**config.mk**
```make
export PLATFORM = sky130hd
export DESIGN_NAME = ide_bus_master_prd_dma
export DESIGN_NICKNAME = d
export VERILOG_FILES = /design/src/sv/ibm_pkg.sv /design/src/sv/ibm_front.sv /design/src/sv/ibm_queue.sv /design/src/sv/ibm_back.sv /design/src/sv/ide_bus_master_prd_dma.sv
export SDC_FILE = /design/constraint.sdc
export NUM_CORES = 1
export LEC_CHECK = 0
export BUFFER_PORTS_ARGS = -buffer_cell sky130_fd_sc_hd__buf_2
export CAP_MARGIN = 20
export CORE_ASPECT_RATIO = 0.8
export CORE_MARGIN = 8
export CORE_UTILIZATION = 35
export DETAILED_ROUTE_END_ITERATION = 6
export GPL_TIMING_DRIVEN = 0
export PLACE_DENSITY_LB_ADDON = 0.1
export SLEW_MARGIN = 30
export SYNTH_ARGS = -nofsm -noshare
export SYNTH_HDL_FRONTEND = slang
export SYNTH_SLANG_ARGS = --single-unit
```
**constraint.sdc**
```tcl
create_clock -name clk -period 32.1 [get_ports clk]
set_input_delay 3.21 -clock clk [delete_from_list [all_inputs] [get_ports clk]]
set_output_delay 3.21 -clock clk [all_outputs]
set_load 0.005 [all_outputs]
```
**src/sv/ibm_pkg.sv**
```systemverilog
// Package for the IDE bus-master DMA engine: payload types, result kinds, function codes.
// Used by ibm_front, ibm_queue, ibm_back and ide_bus_master_prd_dma. No dependencies.
`timescale 1ns / 1ps
package ibm_pkg;
  localparam int SECTOR_BYTES = 512;
  localparam int SEC_W = $clog2(SECTOR_BYTES + 1);
  localparam int OFF_W = $clog2(SECTOR_BYTES);

  localparam logic [2:0] FN_WRITE = 3'd0;
  localparam logic [2:0] FN_READ  = 3'd1;
  localparam logic [2:0] FN_DESC  = 3'd2;
  localparam logic [2:0] FN_SECT  = 3'd3;
  localparam logic [2:0] FN_IRQ   = 3'd4;

  localparam logic [2:0] K_READ  = 3'd0;
  localparam logic [2:0] K_DONE  = 3'd1;
  localparam logic [2:0] K_SEG   = 3'd2;
  localparam logic [2:0] K_FETCH = 3'd3;
  localparam logic [2:0] K_SECT  = 3'd4;
  localparam logic [2:0] K_INACT = 3'd5;
  localparam logic [2:0] K_SHORT = 3'd6;
  localparam logic [2:0] K_BUSY  = 3'd7;

  localparam logic [2:0] OFF_CMD  = 3'd0;
  localparam logic [2:0] OFF_STAT = 3'd2;

  typedef struct packed {
    logic [2:0]  func;
    logic        channel;
    logic [2:0]  reg_offset;
    logic [7:0]  write_data;
    logic [31:0] desc_base_word;
    logic [31:0] desc_count_word;
    logic        to_memory;
  } in_item_t;

  typedef struct packed {
    logic [2:0]  kind;
    logic        result_channel;
    logic [7:0]  read_data;
    logic [31:0] mem_address;
    logic [9:0]  byte_count;
    logic [8:0]  buf_offset;
    logic        seg_to_memory;
    logic        last;
  } out_item_t;

  // one beat of the item queue: up to three results decided by the front
  typedef struct packed {
    logic [2:0] cnt;
    out_item_t  r0;
    out_item_t  r1;
    out_item_t  r2;
  } job_t;

  function automatic out_item_t mk(input logic [2:0] k, input logic ch);
    out_item_t r;
    r = '0;
    r.kind = k;
    r.result_channel = ch;
    return r;
  endfunction
endpackage

```
**src/sv/ibm_front.sv**
```systemverilog
// Front end: holds per-channel register state, decides the results of each item.
// Depends on ibm_pkg.
`timescale 1ns / 1ps
module ibm_front (
  input  logic              clk,
  input  logic              rst,
  input  logic              in_valid,
  output logic              in_ready,
  input  ibm_pkg::in_item_t in_data,
  output logic              job_valid,
  input  logic              job_ready,
  output ibm_pkg::job_t     job
);
  logic [7:0]  command_reg [2];
  logic [7:0]  status_reg [2];
  logic [31:0] table_pointer [2];
  logic [31:0] cur_ptr [2];
  logic [31:0] seg_addr [2];
  logic [15:0] seg_left [2];
  logic        eot [2];
  logic        awaiting [2];
  logic [ibm_pkg::SEC_W-1:0] sec_left [2];
  logic        sec_dir [2];

  logic [7:0]  cmd_n, stat_n;
  logic [31:0] tp_n, cp_n, sa_n;
  logic [15:0] sl_n;
  logic        eot_n, aw_n, sd_n;
  logic [ibm_pkg::SEC_W-1:0] sec_n;
  ibm_pkg::job_t job_n;
  logic        c;
  logic [15:0] take;
  logic        run;
  logic [1:0]  sh;

  assign in_ready = !job_valid || job_ready;
  assign c = in_data.channel;
  assign sh = in_data.reg_offset[1:0];

  // add one result to the job being built
  function automatic ibm_pkg::job_t push(input ibm_pkg::job_t j, input ibm_pkg::out_item_t r);
    ibm_pkg::job_t o;
    o = j;
    unique case (j.cnt)
      3'd0: o.r0 = r;
      3'd1: o.r1 = r;
      default: o.r2 = r;
    endcase
    o.cnt = j.cnt + 3'd1;
    return o;
  endfunction

  // per-item decision
  always_comb begin
    ibm_pkg::out_item_t r;
    cmd_n = command_reg[c]; stat_n = status_reg[c]; tp_n = table_pointer[c];
    cp_n = cur_ptr[c]; sa_n = seg_addr[c]; sl_n = seg_left[c]; eot_n = eot[c];
    aw_n = awaiting[c]; sec_n = sec_left[c]; sd_n = sec_dir[c];
    job_n = '0; run = 1'b0; take = '0; r = '0;
    unique case (in_data.func)
      ibm_pkg::FN_WRITE: begin
        if (in_data.reg_offset == ibm_pkg::OFF_CMD) begin
          if (in_data.write_data[0] && !command_reg[c][0]) begin
            cp_n = table_pointer[c]; aw_n = 1'b1; sec_n = '0; stat_n[0] = 1'b1;
            r = ibm_pkg::mk(ibm_pkg::K_FETCH, c);
            r.mem_address = table_pointer[c];
            job_n = push(job_n, r);
          end else begin
            if (!in_data.write_data[0] && command_reg[c][0]) begin
              stat_n[0] = 1'b0; aw_n = 1'b0; sec_n = '0;
            end
            job_n = push(job_n, ibm_pkg::mk(ibm_pkg::K_DONE, c));
          end
          cmd_n = in_data.write_data;
        end else begin
          if (in_data.reg_offset == ibm_pkg::OFF_STAT)
            stat_n = (in_data.write_data & 8'h60) | (status_reg[c] & ~in_data.write_data & 8'h06)
                     | (status_reg[c] & 8'h01);
          else if (in_data.reg_offset[2])
            unique case (sh)
              2'd0: tp_n[7:0] = in_data.write_data;
              2'd1: tp_n[15:8] = in_data.write_data;
              2'd2: tp_n[23:16] = in_data.write_data;
              default: tp_n[31:24] = in_data.write_data;
            endcase
          job_n = push(job_n, ibm_pkg::mk(ibm_pkg::K_DONE, c));
        end
      end
      ibm_pkg::FN_READ: begin
        r = ibm_pkg::mk(ibm_pkg::K_READ, c);
        r.read_data = 8'hff;
        if (in_data.reg_offset == ibm_pkg::OFF_CMD) r.read_data = command_reg[c];
        else if (in_data.reg_offset == ibm_pkg::OFF_STAT) r.read_data = status_reg[c];
        else if (in_data.reg_offset[2])
          unique case (sh)
            2'd0: r.read_data = table_pointer[c][7:0];
            2'd1: r.read_data = table_pointer[c][15:8];
            2'd2: r.read_data = table_pointer[c][23:16];
            default: r.read_data = table_pointer[c][31:24];
          endcase
        job_n = push(job_n, r);
      end
      ibm_pkg::FN_DESC: begin
        if (!awaiting[c]) job_n = push(job_n, ibm_pkg::mk(ibm_pkg::K_BUSY, c));
        else begin
          sa_n = {in_data.desc_base_word[31:1], 1'b0};
          sl_n = {in_data.desc_count_word[15:1], 1'b0};
          eot_n = in_data.desc_count_word[31];
          cp_n = cur_ptr[c] + 32'd8;
          aw_n = 1'b0;
          run = sec_left[c] != '0;
        end
      end
      ibm_pkg::FN_SECT: begin
        if (!status_reg[c][0]) job_n = push(job_n, ibm_pkg::mk(ibm_pkg::K_INACT, c));
        else if (sec_left[c] != '0) job_n = push(job_n, ibm_pkg::mk(ibm_pkg::K_BUSY, c));
        else begin
          sec_n = ibm_pkg::SEC_W'(ibm_pkg::SECTOR_BYTES);
          sd_n = in_data.to_memory;
          run = !awaiting[c];
        end
      end
      ibm_pkg::FN_IRQ: begin
        stat_n[2] = 1'b1;
        job_n = push(job_n, ibm_pkg::mk(ibm_pkg::K_DONE, c));
      end
      default: job_n = push(job_n, ibm_pkg::mk(ibm_pkg::K_BUSY, c));
    endcase
    // split the pending sector along the current descriptor
    if (run) begin
      if (sl_n < 16'(sec_n) && eot_n) begin
        job_n = push(job_n, ibm_pkg::mk(ibm_pkg::K_SHORT, c));
        stat_n[0] = 1'b0; sec_n = '0;
      end else begin
        take = (sl_n < 16'(sec_n)) ? sl_n : 16'(sec_n);
        if (take != '0) begin
          r = ibm_pkg::mk(ibm_pkg::K_SEG, c);
          r.mem_address = sa_n;
          r.byte_count = 10'(take);
          r.buf_offset = ibm_pkg::OFF_W'(ibm_pkg::SEC_W'(ibm_pkg::SECTOR_BYTES) - sec_n);
          r.seg_to_memory = sd_n;
          job_n = push(job_n, r);
        end
        sa_n = sa_n + 32'(take);
        sl_n = sl_n - take;
        sec_n = sec_n - ibm_pkg::SEC_W'(take);
        if (sl_n == '0) begin
          if (eot_n) stat_n[0] = 1'b0;
          else begin
            r = ibm_pkg::mk(ibm_pkg::K_FETCH, c);
            r.mem_address = cp_n;
            job_n = push(job_n, r);
            aw_n = 1'b1;
          end
        end
        if (sec_n == '0) job_n = push(job_n, ibm_pkg::mk(ibm_pkg::K_SECT, c));
      end
    end
    if (in_data.func == ibm_pkg::FN_DESC && awaiting[c] && job_n.cnt == 3'd0)
      job_n = push(job_n, ibm_pkg::mk(ibm_pkg::K_DONE, c));
    // mark the last result
    unique case (job_n.cnt)
      3'd1: job_n.r0.last = 1'b1;
      3'd2: job_n.r1.last = 1'b1;
      default: job_n.r2.last = 1'b1;
    endcase
  end

  // state and job register; an item with no results (sector waiting on a fetch) leaves no job
  always_ff @(posedge clk) begin
    if (rst) begin
      job_valid <= 1'b0;
      for (int i = 0; i < 2; i++) begin
        command_reg[i] <= '0; status_reg[i] <= '0; table_pointer[i] <= '0;
        cur_ptr[i] <= '0; seg_addr[i] <= '0; seg_left[i] <= '0; eot[i] <= 1'b0;
        awaiting[i] <= 1'b0; sec_left[i] <= '0; sec_dir[i] <= 1'b0;
      end
    end else begin
      if (in_valid && in_ready) begin
        job_valid <= job_n.cnt != 3'd0;
        job <= job_n;
        command_reg[c] <= cmd_n; status_reg[c] <= stat_n; table_pointer[c] <= tp_n;
        cur_ptr[c] <= cp_n; seg_addr[c] <= sa_n; seg_left[c] <= sl_n; eot[c] <= eot_n;
        awaiting[c] <= aw_n; sec_left[c] <= sec_n; sec_dir[c] <= sd_n;
      end else if (job_ready) begin
        job_valid <= 1'b0;
      end
    end
  end
endmodule

```
**src/sv/ibm_queue.sv**
```systemverilog
// Two-entry queue of decided jobs between front and back.
// Depends on ibm_pkg.
`timescale 1ns / 1ps
module ibm_queue (
  input  logic          clk,
  input  logic          rst,
  input  logic          wr_valid,
  output logic          wr_ready,
  input  ibm_pkg::job_t wr_data,
  output logic          rd_valid,
  input  logic          rd_ready,
  output ibm_pkg::job_t rd_data
);
  ibm_pkg::job_t mem [2];
  logic       wp, rp;
  logic [1:0] fill;

  assign wr_ready = fill != 2'd2;
  assign rd_valid = fill != 2'd0;
  assign rd_data = mem[rp];

  // pointers and fill level
  always_ff @(posedge clk) begin
    if (rst) begin
      wp <= 1'b0; rp <= 1'b0; fill <= '0;
    end else begin
      if (wr_valid && wr_ready) begin
        mem[wp] <= wr_data; wp <= ~wp;
      end
      if (rd_valid && rd_ready) rp <= ~rp;
      fill <= fill + 2'(wr_valid && wr_ready) - 2'(rd_valid && rd_ready);
    end
  end
endmodule

```
**src/sv/ibm_back.sv**
```systemverilog
// Back end: issues the results of each job one beat at a time.
// Depends on ibm_pkg.
`timescale 1ns / 1ps
module ibm_back (
  input  logic               clk,
  input  logic               rst,
  input  logic               job_valid,
  output logic               job_ready,
  input  ibm_pkg::job_t      job,
  output logic               out_valid,
  input  logic               out_ready,
  output ibm_pkg::out_item_t out_data
);
  logic [1:0] idx;
  logic       fin;

  assign out_valid = job_valid;
  assign fin = (3'(idx) + 3'd1) >= job.cnt;
  assign job_ready = out_valid && out_ready && fin;

  // pick the result for this beat
  always_comb begin
    unique case (idx)
      2'd0: out_data = job.r0;
      2'd1: out_data = job.r1;
      default: out_data = job.r2;
    endcase
  end

  // result index within the job
  always_ff @(posedge clk) begin
    if (rst) idx <= '0;
    else if (out_valid && out_ready) idx <= fin ? 2'd0 : idx + 2'd1;
  end
endmodule

```
**src/sv/ide_bus_master_prd_dma.sv**
```systemverilog
// IDE bus-master DMA engine with descriptor tables, two channels.
// An item's first result comes out through the front register and then the queue.
// The back issues one result per cycle while out_ready is high; an item's results (1..3) go out one after another.
// The front takes one item per cycle while the queue has room.
// Reset (rst, synchronous): all channel registers zero, queue empty.
`timescale 1ns / 1ps
module ide_bus_master_prd_dma (
  input  logic               clk,
  input  logic               rst,
  input  logic               in_valid,
  output logic               in_ready,
  input  ibm_pkg::in_item_t  in_data,
  output logic               out_valid,
  input  logic               out_ready,
  output ibm_pkg::out_item_t out_data
);
  logic          f_valid, f_ready, q_valid, q_ready;
  ibm_pkg::job_t f_job, q_job;

  ibm_front u_front (.clk, .rst, .in_valid, .in_ready, .in_data,
    .job_valid(f_valid), .job_ready(f_ready), .job(f_job));
  ibm_queue u_queue (.clk, .rst, .wr_valid(f_valid), .wr_ready(f_ready), .wr_data(f_job),
    .rd_valid(q_valid), .rd_ready(q_ready), .rd_data(q_job));
  ibm_back u_back (.clk, .rst, .job_valid(q_valid), .job_ready(q_ready), .job(q_job),
    .out_valid, .out_ready, .out_data);

  // every queued job has at least one result
  a_cnt: assert property (@(posedge clk) disable iff (rst)
    q_valid |-> (q_job.cnt != 3'd0 && q_job.cnt <= 3'd3)) else $error("bad job count");
  // a sector complete result always closes its item
  a_sect: assert property (@(posedge clk) disable iff (rst)
    out_valid && out_data.kind == ibm_pkg::K_SECT |-> out_data.last) else $error("sect not last");
  // a job leaves the queue only on its last beat
  a_last: assert property (@(posedge clk) disable iff (rst)
    q_ready |-> out_data.last) else $error("job popped early");
endmodule
```
Yosys cells after proc, flatten, opt, wreduce, memory -nomap -nowiden
Memory sizes are Yosys's and may differ from the RTL's. A register that Yosys moved wholly into a read port is not among the register bits.
Cells that the tools add are included.
{ "word_totals": {"regBits": 205, "mem_bits_rw": 678, "input_bits": 84, "out_inout_bits": 67, "word_cells": 265, "memories": 11} }
{ "op_classes": {"add_sub_neg": 13, "magnitude_cmp": 2, "n_eq_ne": 15, "muxes": 140, "bitwise": 7, "reduce_logical": 47} }
{ "mem_list": {"columns": ["name", "depth", "width", "rd", "rd_clocked_by_memory_dff", "write_ports", "line_no", "source"], "rows": [
  ["u_queue.mem", 2, 198, 1, 1, 1, "ibm_queue.sv:14", "ibm_pkg::job_t mem [2];"],
  ["u_front.cur_ptr", 2, 32, 1, 0, 2, "ibm_front.sv:17", "logic [31:0] cur_ptr [2];"],
  ["u_front.seg_addr", 2, 32, 1, 0, 2, "ibm_front.sv:18", "logic [31:0] seg_addr [2];"],
  ["u_front.table_pointer", 2, 32, 1, 0, 2, "ibm_front.sv:16", "logic [31:0] table_pointer [2];"],
  ["u_front.seg_left", 2, 16, 1, 0, 2, "ibm_front.sv:19", "logic [15:0] seg_left [2];"],
  ["u_front.sec_left", 2, 10, 1, 0, 2, "ibm_front.sv:22", "logic [ibm_pkg::SEC_W-1:0] sec_left [2];"],
  ["5 more memories", null, null, null, null, null, null, null]
]} }
{ "ops": {"columns": ["op", "n"], "rows": [
  ["$mux 198", 12],
  ["$pmux 198 s5", 1],
  ["$mux 65", 15],
  ["$mux 32", 14],
  ["$mux 196", 2],
  ["$mux 194", 2],
  ["$pmux 65 s2", 1],
  ["$mux 16", 6],
  ["$mux 8", 12],
  ["$reduce_or 32->1", 3],
  ["$mux 10", 8],
  ["$pmux 32 s2", 1],
  ["$mux 1", 57],
  ["$add 32x16->32", 1],
  ["$add 32x4->32 const B", 1],
  ["$pmux 8 s3", 1],
  ["$pmux 10 s2", 1],
  ["$eq 3x1->1 const B", 6],
  ["$logic_not 3->1", 6],
  ["$logic_not 16->1", 1],
  ["$lt 16x10->1", 1],
  ["$reduce_bool 16->1", 1],
  ["$reduce_or 16->1", 1],
  ["$reduce_or 8->1", 2],
  ["36 further kinds", 68]
]} }

Logic depth before layout (Yosys ltp)
{ "depth": {"depth_word": 31, "mapped_depth": 42} }

By module
From an unflattened synthesis, not the netlist that was laid out.
{ "hier_totals": {"cells_unflattened": 3349, "area_unflattened_um2": 41389.7} }
{ "modules_own_cells": {"columns": ["mod", "instances", "cells_each", "area_each_um2", "seq_area_each_um2"], "rows": [
  ["ibm_front", 1, 2467, 25099.1, 13352.8],
  ["ibm_queue", 1, 640, 14934.3, 11991.5],
  ["ibm_back", 1, 242, 1356.3, 40.0]
]} }

Worst setup path after synthesis
OpenSTA, ideal clock, no wires.
{ "synth_timing": {"path_type": "input-to-reg", "start": "input port rst", "end": "memory u_queue.mem[1][0] in the netlist's numbering (enable)", "setup_time_ns": 0.916, "t_arrival_ns": 15.193, "path_slack_ns": 15.992, "path_stages": 2, "path_buffers": 1, "path_cell_list": "clkbuf_1 > nor3b_1"} }
{ "synth_via": {"elab_chain_cells": 2} }
{ "synth_lines": {"columns": ["item", "line_no", "source"], "rows": [
  ["from (decl)", "ide_bus_master_prd_dma.sv:9", "input logic rst,"],
  ["$mux 1", "ibm_queue.sv:24", "if (rst) begin"],
  ["$mux 1 (implied by the code)", "ibm_queue.sv:28", "mem[wp] <= wr_data; wp <= ~wp;"],
  ["to (decl)", "ibm_queue.sv:14", null]
]} }
Every way passes these cells.

==> impl_results.md <==
- CTS Buffer Depth: 3
- Antenna violations before repair: 4
- Routability Congestion: 0.914
- Clk_lat worst skew: 0.70 ns
- Worst min path class: reg -> reg
- Most common cell after layout, fill and taps aside: edfxtp_1
- Largest family of logic cells by synthesized area: compound AO/OA/AOI/OAI gates
- Clk sinks: 776
- Fraction of registers with async set/reset: 0%
- Worst Path Max Fanout: 10
- Critical path class: in -> reg
- Post-CTS resize count: 0
- Chip Width: 384 um
- Clock transition at path regs: 0.07 ns
- Slowest stage delay, CP: 0.83 ns
- Max_cap viols: 0
- Reg with most FFs: u_queue.mem
- Yosys warning total: 0
- Sequential cell area: 0.0232 mm2
- Cell seen most often among critical-path stages: buf_4
- Post-Synth Adder-Cell Area: 2.24%
- RSZ-0062 raised after global routing: false
- Post-route ant nets: 0
- DP Worst Slack: 15.71 ns
- Cells after synthesis: 3229
- Highest clock rate: 62.6 MHz
- CTS tree: done
- Data arrival time of the worst path: 16.41 ns
- WL final: 140000 um
- Worst Tran Pin Value: 1.08 ns
- Most frequent cells in the layout: edfxtp_1, nor2_1, nand2_1, a21oi_1, clkbuf_1
- Leakage: 16.0 nW
- TritonRoute pass-1 iters: 6
- Slowest CP cell: a21oi_1
- Syn avg cell area: 11.7 um2
- Max FFs per register: 324
- CP required: 32.53 ns
- Vias in the first global route: 27800
- Xor and xnor area share after synthesis: 1.06%
- Post-synth design cell area: 0.0379 mm2
- Registers with the most flip-flops: u_queue.mem x324, u_front.job x162
- Die Ht: 310 um
- Slew Limit Fails: 0
- Mux cell area share after synthesis: 6.70%
- Final hold viol count: 0
- Filler cells: 10300
- Post-synthesis sequential area ratio: 61.3%
- Power per cell area: 57.4 mW/mm2
- EDFF count, synth: 768
- Buffers added on ports: 131
- First-pass GRT wire length: 199000 um
- Vias/cell: 5.70
- Hold Buf Count CTS: 0
- DRC violations left: 0
- Prevailing post-synth register cell: edfxtp_1
- H-Tree Depth: 3
- Total grt overflow: 0
- Area of the multi-input gates: 0.0138 mm2
- Tcrit/Tclk final: 49.8%
- Synth unique cells: 91
- CP endpoint kind: register
- Initial Util: 35.1%
- Post-synthesis register bit count: 776
- Total CTS buffers: 84
- Core Region: 0.108 mm2
- Dpl hpwl: 106000 um
- Minimum clock period: 15.98 ns
- Setup total negative slack: 0 ns
- Die ar.: 0.119 mm2
- Routed length per placed instance: 27.9 um
- Routed via count: 28600
- Compound-Gate Fraction of Synth Area: 13.2%
- Tot GR Track Use: 22.9%
- Max IR drop VDD: 0.0392 mV
- Clock Tree Root: clkbuf_16
- Status: completed
- Final nets: 3680
- IO Pins: 151
- Clock skew: 0.0487 ns
- Synth Area in Simple Gates: 12.7%
- Rel. slew slack: 26.0%
- Area growth from synthesis to layout: 16.0%
- Share of cells above drive strength 1: 13.5%
- Final setup viols: 0
- 1st-iter DRT viols: 3481
- Num rows: 108
- Post-CTS Repair Setup Buffers: 0
- Ant diodes: 0
- Final setup margin: 16.12 ns
- Startpoint Class: primary input
- Largest net degree at the start of global routing: 64
-- critical path: cells and delay by family --
kind / cells / cell delay, ns
compound gates: 10 / 3.30
fa+ha+maj: 4 / 1.23
simple gates: 12 / 3.70
mux: 1 / 0.14
buf+inv: 15 / 4.75
-- cells in the mapped netlist (23+ instances only) --
cell,n,area [um2]
nand2_1,275,1030
and3_1,31,194
a31oi_1,83,519
ha_1,63,788
nor2_1,491,1840
nor3_1,60,300
a21o_1,37,278
o22ai_1,23,144
a22o_1,62,543
mux2i_1,163,1630
nand2b_1,23,144
edfxtp_1,768,23100
mux2_2,70,788
o21ai_0,127,636
clkbuf_1,158,593
a22oi_1,53,398
xnor2_1,33,289
nand3_1,66,330
a21oi_1,173,866
nor2b_1,27,169
buf_2,24,120
a211oi_1,56,420
inv_1,66,248
-- report_power, final --
group | internal [mW] | total [mW] | switching (mW)
Combinational | 0.122 | 0.382 | 0.260
Sequential | 1.15 | 1.17 | 0.0144
Clock | 0.548 | 0.972 | 0.424
-- worst paths after layout --
| path | start | end | slack, ns | cells past startpoint |
|---|---|---|---|---|
| setup / recovery | in_data[76] | u_front.job[114] | 16.12 | 42 |
| hold / removal | u_front.job[42] | u_queue.mem[0][42] | 0.44 | 0 |
| setup reg to reg | u_front.status_reg[1][0] | u_front.job[114] | 19.84 | 37 |
| hold reg to reg | u_front.job[42] | u_queue.mem[0][42] | 0.44 | 0 |
-- layout make-up --
| class | count | share of cell area [%] |
|---|---|---|
| multi-input combinational | 2209 | 31.4 |
| timing repair buffer | 190 | 3.00 |
| clock inverter | 54 | 1.27 |
| inverter | 68 | 0.598 |
| sequential | 776 | 52.8 |
| buffer | 201 | 1.89 |
| tap | 1430 | 4.07 |
| clock buffer | 99 | 4.96 |
-- per-stage QoR --
stage / hold WS (ns) / utilization [%] / instance area (um2) / instances / total power [mW]
final: 0.437 / 40.7 / 44000 / 5027 / 2.52
after global routing: 0.453 / 40.7 / 44000 / 5027 / 2.61
after CTS: 0.442 / 40.7 / 43900 / 5027 / 2.54
after detailed placement: 0.430 / 38.2 / 41200 / 4874 / 1.57
after global placement: 0.422 / 37.5 / 40400 / 4815 / 1.57
after floorplan: 0.421 / - / 38000 / 3254 / 1.41
-- kinds of logic (layout without fill, tap and decap cells) --
logic type | after synthesis | in the layout
buffers and inverters | 269 | 612
muxes | 239 | 239
other | 1 | 26
xor gates and xnor gates | 45 | 45
DFF | 776 | 776
adders and majority gates | 66 | 66
AOI/OAI and AO/OA | 752 | 752
and+or+nand+nor | 1081 | 1081
-- per-layer routing --
| layer | vias to the layer above | share of wire [%] | track usage (%) |
|---|---|---|---|
| met5 | - | 0.0093 | 0 |
| li1 | 12700 | - | - |
| met1 | 14500 | 47 | 34.7 |
| met2 | 1287 | 42 | 33.7 |
| met4 | 2 | 2.5 | 5.51 |
| met3 | 169 | 8.6 | 4.37 |
(Power assumes the default switching activity.)
